### src/rtl/stable_priority_queue_assert.svh
// Assertion macros for the priority queue RTL.
`ifndef STABLE_PRIORITY_QUEUE_ASSERT_SVH
`define STABLE_PRIORITY_QUEUE_ASSERT_SVH

// Same-cycle implication, disabled during reset.
`define SPQ_ASSERT_IMP(label, clk, rst_n, ante, cons) \
    label: assert property (@(posedge clk) disable iff (!rst_n) (ante) |-> (cons)) \
        else $error("spq assertion failed");

// Next-cycle implication, disabled during reset.
`define SPQ_ASSERT_NXT(label, clk, rst_n, ante, cons) \
    label: assert property (@(posedge clk) disable iff (!rst_n) (ante) |=> (cons)) \
        else $error("spq assertion failed");

`endif

### src/rtl/spq_pkg.sv
// Package with types and constants of the stable priority queue.
package spq_pkg;

    localparam int DEPTH    = 16;
    localparam int CNT_W    = $clog2(DEPTH + 1);
    localparam int ID_W     = 16;
    localparam int PRI_W    = 8;
    localparam int BURST_W  = 16;
    localparam int WAIT_W   = 5;
    localparam int IN_DW    = 40;
    localparam int OUT_DW   = 48;
    localparam int OUT_UW   = 3;

    typedef enum logic {
        KIND_ADD   = 1'b0,
        KIND_SERVE = 1'b1
    } t_kind;

    typedef enum logic [1:0] {
        ST_OK    = 2'd0,
        ST_EMPTY = 2'd1,
        ST_FULL  = 2'd2
    } t_status;

    typedef struct packed {
        logic [ID_W-1:0]    id;
        logic [PRI_W-1:0]   pri;
        logic [BURST_W-1:0] burst;
    } t_entry;

    typedef struct packed {
        logic   valid;
        t_entry entry;
    } t_slot;

    // Per-cycle command broadcast to every cell.
    typedef struct packed {
        logic insert;
        logic pop;
    } t_cell_ctrl;

endpackage

### src/rtl/spq_cell.sv
// One slot of the sorted shift-register queue.
module spq_cell
    import spq_pkg::*;
(
    input  logic       i_clk,
    input  logic       i_rst_n,
    input  t_cell_ctrl i_ctrl,
    input  t_entry     i_new,
    input  t_slot      i_left,
    input  logic       i_left_gt,
    input  t_slot      i_right,
    output t_slot      o_slot,
    output logic       o_gt
);

    logic   r_valid;
    t_entry r_entry;
    logic   n_valid;
    t_entry n_entry;

    // New entry belongs at or before this slot: empty or strictly larger priority.
    assign o_gt = !r_valid || (r_entry.pri > i_new.pri);

    always_comb begin
        n_valid = r_valid;
        n_entry = r_entry;
        if (i_ctrl.pop) begin
            n_valid = i_right.valid;
            n_entry = i_right.entry;
        end else if (i_ctrl.insert && o_gt) begin
            if (i_left_gt) begin
                n_valid = i_left.valid;
                n_entry = i_left.entry;
            end else begin
                n_valid = 1'b1;
                n_entry = i_new;
            end
        end
    end

    always_ff @(posedge i_clk) begin
        if (!i_rst_n) begin
            r_valid <= 1'b0;
        end else begin
            r_valid <= n_valid;
        end
    end

    always_ff @(posedge i_clk) begin
        r_entry <= n_entry;
    end

    assign o_slot.valid = r_valid;
    assign o_slot.entry = r_entry;

endmodule

### src/rtl/stable_priority_queue.sv
// Top level of the stable priority queue: a chain of sorted slot cells.
//
// Input stream (s_axis): tuser[0] is the kind (0 add, 1 serve); tdata carries
// task_id, priority_req and burst_time. Every input transaction gives exactly
// one output transaction on m_axis with the served entry, the number of
// entries still waiting and a status code (ok, serve on empty, add on full).
// Adds insert in sorted position; equal priorities keep arrival order. An add
// on a full queue is dropped; a serve on an empty queue returns zeros.
// The result is registered: output valid rises in the cycle after the input
// transaction. One item per cycle is sustained while the receiver takes each
// result: all cells compare against the new priority at once and shift one
// slot in the same cycle. When the receiver stalls, the result holds in the
// output register and s_axis_tready drops until it is taken; a new item is
// accepted in the same cycle the held result leaves.
// Synchronous active-low reset empties the queue (all slot valid bits clear)
// and drops any pending result; no clearing pass is needed.
module stable_priority_queue
    import spq_pkg::*;
(
    input  logic              i_clk,
    input  logic              i_rst_n,
    input  logic              s_axis_tvalid,
    output logic              s_axis_tready,
    // [15:0] task_id, [23:16] priority_req, [39:24] burst_time
    input  logic [IN_DW-1:0]  s_axis_tdata,
    // [0] kind
    input  logic              s_axis_tuser,
    output logic              m_axis_tvalid,
    input  logic              m_axis_tready,
    // [15:0] served_id, [23:16] served_priority, [39:24] served_burst,
    // [44:40] waiting_count, [47:45] zero
    output logic [OUT_DW-1:0] m_axis_tdata,
    // [0] served_valid, [2:1] status
    output logic [OUT_UW-1:0] m_axis_tuser
);

    t_entry             w_new;
    t_kind              w_kind;
    t_cell_ctrl         w_ctrl;
    t_slot              w_slot [DEPTH];
    logic [DEPTH-1:0]   w_gt;
    logic [DEPTH-1:0]   w_valid;
    logic               w_accept;
    logic               w_full;
    logic               w_empty;

    logic [CNT_W-1:0]   r_count;
    logic [CNT_W-1:0]   n_count;
    logic               r_out_valid;
    logic               n_out_valid;
    logic [OUT_DW-1:0]  r_out_data;
    logic [OUT_DW-1:0]  n_out_data;
    logic [OUT_UW-1:0]  r_out_user;
    logic [OUT_UW-1:0]  n_out_user;

    assign w_new.id    = s_axis_tdata[15:0];
    assign w_new.pri   = s_axis_tdata[23:16];
    assign w_new.burst = s_axis_tdata[39:24];
    assign w_kind      = t_kind'(s_axis_tuser);

    assign s_axis_tready = !r_out_valid || m_axis_tready;
    assign w_accept      = s_axis_tvalid && s_axis_tready;
    assign w_full        = (r_count == CNT_W'(DEPTH));
    assign w_empty       = (r_count == '0);

    assign w_ctrl.insert = w_accept && (w_kind == KIND_ADD) && !w_full;
    assign w_ctrl.pop    = w_accept && (w_kind == KIND_SERVE) && !w_empty;

    for (genvar gi = 0; gi < DEPTH; gi++) begin : g_cell
        t_slot w_left;
        t_slot w_right;
        logic  w_left_gt;

        if (gi == 0) begin : g_first
            assign w_left    = '0;
            assign w_left_gt = 1'b0;
        end else begin : g_mid
            assign w_left    = w_slot[gi-1];
            assign w_left_gt = w_gt[gi-1];
        end

        if (gi == DEPTH - 1) begin : g_last
            assign w_right = '0;
        end else begin : g_inner
            assign w_right = w_slot[gi+1];
        end

        spq_cell u_cell (
            .i_clk     (i_clk),
            .i_rst_n   (i_rst_n),
            .i_ctrl    (w_ctrl),
            .i_new     (w_new),
            .i_left    (w_left),
            .i_left_gt (w_left_gt),
            .i_right   (w_right),
            .o_slot    (w_slot[gi]),
            .o_gt      (w_gt[gi])
        );

        assign w_valid[gi] = w_slot[gi].valid;
    end

    always_comb begin
        t_status v_status;
        logic    v_served;

        n_count     = r_count;
        n_out_valid = r_out_valid;
        n_out_data  = r_out_data;
        n_out_user  = r_out_user;
        v_status    = ST_OK;
        v_served    = 1'b0;

        if (w_ctrl.insert) begin
            n_count = r_count + CNT_W'(1);
        end else if (w_ctrl.pop) begin
            n_count = r_count - CNT_W'(1);
        end

        if (m_axis_tready) begin
            n_out_valid = 1'b0;
        end

        if (w_accept) begin
            if (w_kind == KIND_SERVE) begin
                v_served = !w_empty;
                if (w_empty) begin
                    v_status = ST_EMPTY;
                end
            end else if (w_full) begin
                v_status = ST_FULL;
            end
            n_out_valid = 1'b1;
            n_out_data  = '0;
            if (v_served) begin
                n_out_data[15:0]  = w_slot[0].entry.id;
                n_out_data[23:16] = w_slot[0].entry.pri;
                n_out_data[39:24] = w_slot[0].entry.burst;
            end
            n_out_data[44:40] = WAIT_W'(n_count);
            n_out_user        = {v_status, v_served};
        end
    end

    always_ff @(posedge i_clk) begin
        if (!i_rst_n) begin
            r_count     <= '0;
            r_out_valid <= 1'b0;
        end else begin
            r_count     <= n_count;
            r_out_valid <= n_out_valid;
        end
    end

    always_ff @(posedge i_clk) begin
        r_out_data <= n_out_data;
        r_out_user <= n_out_user;
    end

    assign m_axis_tvalid = r_out_valid;
    assign m_axis_tdata  = r_out_data;
    assign m_axis_tuser  = r_out_user;

`include "stable_priority_queue_assert.svh"

    // Occupancy counter tracks the valid bits held in the cells.
    `SPQ_ASSERT_IMP(a_count_matches, i_clk, i_rst_n, 1'b1, $countones(w_valid) == int'(r_count))
    // Valid slots form a contiguous run from the head.
    `SPQ_ASSERT_IMP(a_valid_packed, i_clk, i_rst_n, 1'b1, ((w_valid + 1'b1) & w_valid) == '0)
    // Add on a full queue reports full and leaves the count alone.
    `SPQ_ASSERT_NXT(a_full_drop, i_clk, i_rst_n, w_accept && (w_kind == KIND_ADD) && w_full, (m_axis_tuser[2:1] == ST_FULL) && (r_count == CNT_W'(DEPTH)))
    // Serve on a nonempty queue removes exactly one entry.
    `SPQ_ASSERT_NXT(a_serve_dec, i_clk, i_rst_n, w_ctrl.pop, (r_count == $past(r_count) - CNT_W'(1)) && m_axis_tuser[0])

endmodule

### config.mk
export PLATFORM = sky130hd
export DESIGN_NAME = stable_priority_queue
export DESIGN_NICKNAME = d
export VERILOG_FILES = /design/src/rtl/spq_pkg.sv /design/src/rtl/spq_cell.sv /design/src/rtl/stable_priority_queue.sv
export VERILOG_INCLUDE_DIRS = /design/src /design/src/rtl
export SDC_FILE = /design/constraint.sdc
export NUM_CORES = 2
export LEC_CHECK = 0
export BUFFER_PORTS_ARGS = -buffer_cell sky130_fd_sc_hd__buf_4
export CAP_MARGIN = 20
export CORE_UTILIZATION = 33
export DETAILED_ROUTE_END_ITERATION = 16
export PLACE_DENSITY = 0.6
export SETUP_SLACK_MARGIN = 0.1
export SLEW_MARGIN = 15
export SYNTH_ARGS = -nofsm -noshare
export SYNTH_HDL_FRONTEND = slang
export SYNTH_SLANG_ARGS = --single-unit
export TNS_END_PERCENT = 5
### constraint.sdc
create_clock -name i_clk -period 6.4 [get_ports i_clk]
set_input_delay 1.28 -clock i_clk [delete_from_list [all_inputs] [get_ports i_clk]]
set_output_delay 1.28 -clock i_clk [all_outputs]
set_load 0.1 [all_outputs]
# == After elaboration in Yosys (flattened, before gate mapping) ==
# Index checks and enable logic that the tools add are counted.
# classes
n_addsub,2
n_lt_le_gt_ge,16
n_eq_ne,1
n_mux,99
bitwise_logic,2
reduce_logical,75
# op_table
operator,count
2-to-1 mux 40 bit,45
> comparator 8 bit,16
2-to-1 mux 1 bit,50
nonzero test 2 bit,16
logical AND 1 bit,21
zero test 1 bit,19
logical OR 1 bit,17
2-to-1 mux 5 bit,2
adder 5 x 1 -> 5 bit (second input constant),1
== test 5 bit (second input constant),1
zero test 5 bit,1
subtractor 5 x 1 -> 5 bit (second input constant),1
2-to-1 mux 2 bit,2
NOT 1 bit,2
OR reduction 2 bit,1
# word_totals
reg_bits,710
input_bits,45
out_inout_bits,53
wordCells,264

# == Depth between registers and ports, before layout ==
# depth
ltp_word,8
ltp_mapped,13

# == By module ==
# Synthesis repeated with hierarchy kept, for this count alone.
# hier_totals
hier_cells,3650
hier_area_um2,39581.7
# modules_own_cells
mod,n_inst,cells_per_inst,area_per_inst_um2
spq_cell,16,218,2328.5
stable_priority_queue,1,162,2326.0

# == Worst setup path before layout ==
# Ideal clock, no wire load.
# synth_timing
path_type,input-to-reg
start,input m_axis_tready
end,"register g_cell[2].u_cell.r_entry, in the netlist g_cell[2].u_cell.o_slot[0] (enable)"
setup_time_ps,462
arrival_ps,6253
required_time_ps,5938
setup_slack_ps,-315
stages,6
path_buffers,1
path_cell_list,nand2b_1 -> nand2_1 -> inv_1 -> o21ai_1 -> clkbuf_1 -> a31oi_1
# synth_via
elab_chain_len,6
# synth_lines
item,line_no,rtl
start: declaration,stable_priority_queue.sv:29,"input logic m_axis_tready,"
logical OR 1 bit *,stable_priority_queue.sv:61,assign s_axis_tready = !r_out_valid || m_axis_tready;
logical AND 1 bit *,stable_priority_queue.sv:62,assign w_accept = s_axis_tvalid && s_axis_tready;
logical AND 1 bit (2 in series),stable_priority_queue.sv:66,assign w_ctrl.insert = w_accept && (w_kind == KIND_ADD) && !w_full;
logical AND 1 bit,spq_cell.sv:30,end else if (i_ctrl.insert && o_gt) begin
nonzero test 2 bit (no line) *,n/a,
end signal: assignment,spq_cell.sv:50,r_entry <= n_entry;
end: declaration,spq_cell.sv:17,t_entry r_entry;
# Mark *: on every way between the ends. The rest lies on a longest branch, timed or not.
# A chain may end at the register's enable or synchronous reset.

# == Worst setup path in the final report ==
# layout_timing
start,register r_count[0]
end,"register g_cell[11].u_cell.r_entry, in the netlist g_cell[11].u_cell.o_slot[3] (enable)"
# layout_via
elab_chain_len,5
# layout_lines
item,line_no,rtl
start: declaration,stable_priority_queue.sv:47,logic [CNT_W-1:0] r_count;
start signal: assignment,stable_priority_queue.sv:150,r_count <= n_count;
== test 5 bit,stable_priority_queue.sv:63,assign w_full = (r_count == CNT_W'(DEPTH));
zero test 1 bit,stable_priority_queue.sv:66,
logical AND 1 bit,stable_priority_queue.sv:66,
logical AND 1 bit,spq_cell.sv:30,
nonzero test 2 bit (no line) *,n/a,
end signal: assignment,spq_cell.sv:50,
end: declaration,spq_cell.sv:17,
# Marked as above.

==> summary.txt <==
Critical path
  – Worst EP arrival: 4.67 ns
  – CP max-delay cell: and2_4
  – Critical Path Source Type: flop
  – Worst-path maximum fanout: 100
  – Crit end category: flop
  – Setup Crit Path Kind: flop to flop
  – Worst EP required: 6.72 ns
  – R2R Setup Slk: 2.05 ns
  – Critical Path Max Stage Delay: 0.94 ns
  – Worst-path cell chain: inv_1, ha_1, or3b_1, o21a_4, and2_4, nor2_1, nor2_4, buf_12

Pwr
  – P_int: 0.00974 W
  – Leak: 15.2 nW
  – Flop pwr share: 46.6%
  – Logic pwr share: 20.7%
  – Pwr per Cell Area: 337 mW/mm^2
  – VDD IR-drop max: 0.212 mV
  – P_sw: 0.00450 W
  – Switch share: 31.6%
  – Total power: 0.0142 W
  – Clock Power Share: 32.7%

Place
  – Placed instance area: 0.0396 sq mm
  – PortBufs: 94
  – Pre-CTS setup slack: 1.36 ns
  – Placed insts: 4854
  – GP Congestion: 0.873
  – Hpwl dp: 65100 um

Clock network
  – Longest Clk Path Bufs: 3
  – CTS Root Cell: clkbuf_16
  – Total setup buffers inserted after CTS: 0
  – Clk sinks: 710
  – Clock Latency Late Sink: 0.67 ns
  – CTS tree: done
  – Hold Buf Count CTS: 0
  – Htree depth: 3
  – Post-CTS sizing: 0
  – Total clock buffers created by CTS: 81
  – CTS clk-pin slew, worst paths: 0.06 ns

Cells and area
  – Area delta synth->final: 13.3%
  – Non-Filler Instances: 5007
  – Fin nets: 3614
  – Core Util, Final: 37.6%
  – Filler instances: 11119
  – Sequential cell area: 0.0207 sq mm
  – Diodes inserted: 0
  – Layout cells sized above 1: 8.90%
  – Multi-input logic area: 0.0156 sq mm
  – Fin area: 0.0423 sq mm

Timing
  – Slew margin rel.: 26.2%
  – Final Hold Fails: 0
  – Final setup viols: 0
  – Peak Freq: 230 MHz
  – Worst Skew: 0.0516 ns
  – Setup ws final: 2.05 ns
  – Minimum clock period: 4.35 ns
  – Final Cycle Share: 68.0%
  – RSZ-0062 raised after global routing: no
  – Max Slew Vio Count: 0
  – Slew @ Worst Pin: 1.10 ns

Synth
  – Synth area leaders: edfxtp_1 (52%), mux2i_1 (13%), nand2_1 (7.4%)
  – Mean Syn Cell Area: 10.7 sq um
  – Synthesized flop and latch total: 710
  – Cell taking the most area after synthesis: edfxtp_1
  – Area share of the leading cell type in the synthesized netlist: 52.1%
  – Top FF cell, synth: edfxtp_1
  – Seq/Total Area, Yosys: 55.5%
  – Synth Instances: 3483
  – Asr flop ratio synth: 0%
  – YS warnings: 0
  – Mapped Area: 0.0373 sq mm
  – Synth unique cells: 51
  – EDFF count, synth: 648

Drt
  – ANT nets after route: 0
  – Via/cell ratio: 5.38
  – Avg WL per Cell: 21.2 um
  – DRT iter0 DRCs: 2658
  – DRC errors left: 0
  – DRT Wirelength: 106000 um
  – Routed via count: 26932
  – DR pass1 iterations: 7

GRT
  – Via count of the first global-routing pass: 26181
  – Initial antenna violation count: 1
  – Grt total ovfl: 0
  – Tot GR Track Use: 18.1%
  – Pin count of the biggest net entering global routing: 273
  – First-pass GRT wire length: 162000 um

Job
  – Max-cap violations: 0

Min path
  – Hold WC Path Type: flop to flop

Floorplan
  – Number of top-level pins: 98
  – Initial core utilization: 33.2%
  – Die height: 338 um
  – Die area: 0.114 sq mm
  – Chip width: 338 um
  – CORE AREA: 0.112 sq mm
  – Rows: 123

Status
  – Status: completed
## cell type report
cell class	instances	share of cell area, %
sequential	710	49.0
timing repair buffer	155	3.05
clock inverter	53	1.22
clock buffer	98	5.02
multi-input combinational	2454	37.0
tap	1500	4.44
inverter	37	0.332
## per-stage QoR
stage | hold slack, ns | TNS [ns]
after floorplan | 0.460 | -82.17
after global placement | 0.501 | 0
after detailed placement | 0.508 | 0
after CTS | 0.518 | 0
after global routing | 0.557 | 0
final | 0.522 | 0
## registers in the layout, summed over array words and instances, names as in the netlist
| register | count |
|---|---|
| g_cell.u_cell.o_slot | 640 |
| m_axis_tdata | 45 |
| g_cell.u_cell.r_valid | 16 |
| r_count | 5 |
| m_axis_tuser | 3 |
| m_axis_tvalid | 1 |
## synth_stat cells, types with 46 or more instances
master,n
nand3_1,131
and2_1,46
clkbuf_1,201
nand2_1,733
o211ai_1,109
edfxtp_1,648
a21oi_1,90
dfxtp_1,62
ha_1,130
mux2i_1,468
nor2_1,60
o21ai_0,504
buf_2,75
## metal layers
layer  up-vias  track usage, %  wire (um)
met3       152            2.63       6220
li1      12680               -          -
met5         -               0          0
met1     13301            26.1      49600
met2       799            27.5      46600
met4         0            6.59       3660
## kinds of logic (layout without fill, tap and decap cells)
logic type / after synthesis / after routing / share of synthesized area [%]
other cells: 1 / 3 / 0.0100
fa+ha+maj: 130 / 130 / 4.36
mux: 468 / 468 / 12.6
buf+inv: 321 / 343 / 3.57
flops: 710 / 710 / 55.5
compound gates: 808 / 808 / 12.2
simple gates: 1041 / 1041 / 11.8
xor+xnor: 4 / 4 / 0.0938
## path summary, 6_finish.rpt
| path | start | to | cells past startpoint |
|---|---|---|---|
| worst max-delay path | r_count[0] | g_cell[11].u_cell.o_slot[3] | 8 |
| worst min-delay path | g_cell[1].u_cell.r_valid | g_cell[0].u_cell.r_valid | 2 |
| worst max register to register | r_count[0] | g_cell[11].u_cell.o_slot[3] | 8 |
| worst min register to register | g_cell[1].u_cell.r_valid | g_cell[0].u_cell.r_valid | 2 |
## worst max-delay path, delay by kind of cell (launching register included)
kind                     cells  cell delay (ns)
buffers and inverters        2             0.40
flip-flops                   1             0.37
AO/OA/AOI/OAI                1             0.64
adder cells (fa/ha/maj)      1             0.23
AND/OR/NAND/NOR              4             2.32
## placed cells by master (no fill, tap or decap), drive strengths merged, types with 3 or more instances in the layout
| cell | netlist | routed |
|---|---|---|
| clkinv | 0 | 41 |
| nand2b | 3 | 3 |
| nand2 | 733 | 733 |
| nand4 | 19 | 19 |
| dfxtp | 62 | 62 |
| and4 | 5 | 5 |
| clkinvlp | 0 | 5 |
| o21ai | 509 | 509 |
| nor3 | 3 | 3 |
| a31oi | 42 | 42 |
| and2 | 47 | 47 |
| buf | 83 | 155 |
| conb | 1 | 3 |
| xnor2 | 4 | 4 |
| a221o | 4 | 4 |
| o211ai | 109 | 109 |
| o22ai | 6 | 6 |
| bufinv | 0 | 5 |
| a211oi | 4 | 4 |
| o21a | 7 | 7 |
| a21o | 17 | 17 |
| inv | 37 | 39 |
| nor2b | 14 | 14 |
| ha | 130 | 130 |
| nand3 | 131 | 131 |
| clkbuf | 201 | 98 |
| nor2 | 60 | 60 |
| edfxtp | 648 | 648 |
| nand3b | 6 | 6 |
| a21oi | 90 | 90 |
| o221ai | 5 | 5 |
| mux2i | 468 | 468 |
| and3 | 16 | 16 |
## power groups by stage
stage / Sequential [W] / Combinational, W / Clock (W)
3_3_place_gp: 0.00671 / 0.00287 / 0
2_1_floorplan: 0.00681 / 0.00184 / 0
4_1_cts: 0.00664 / 0.00295 / 0.00475
6_report: 0.00664 / 0.00295 / 0.00465
5_1_grt: 0.00673 / 0.00327 / 0.00492
3_5_place_dp: 0.00672 / 0.00294 / 0
(Power assumes the default switching activity.)
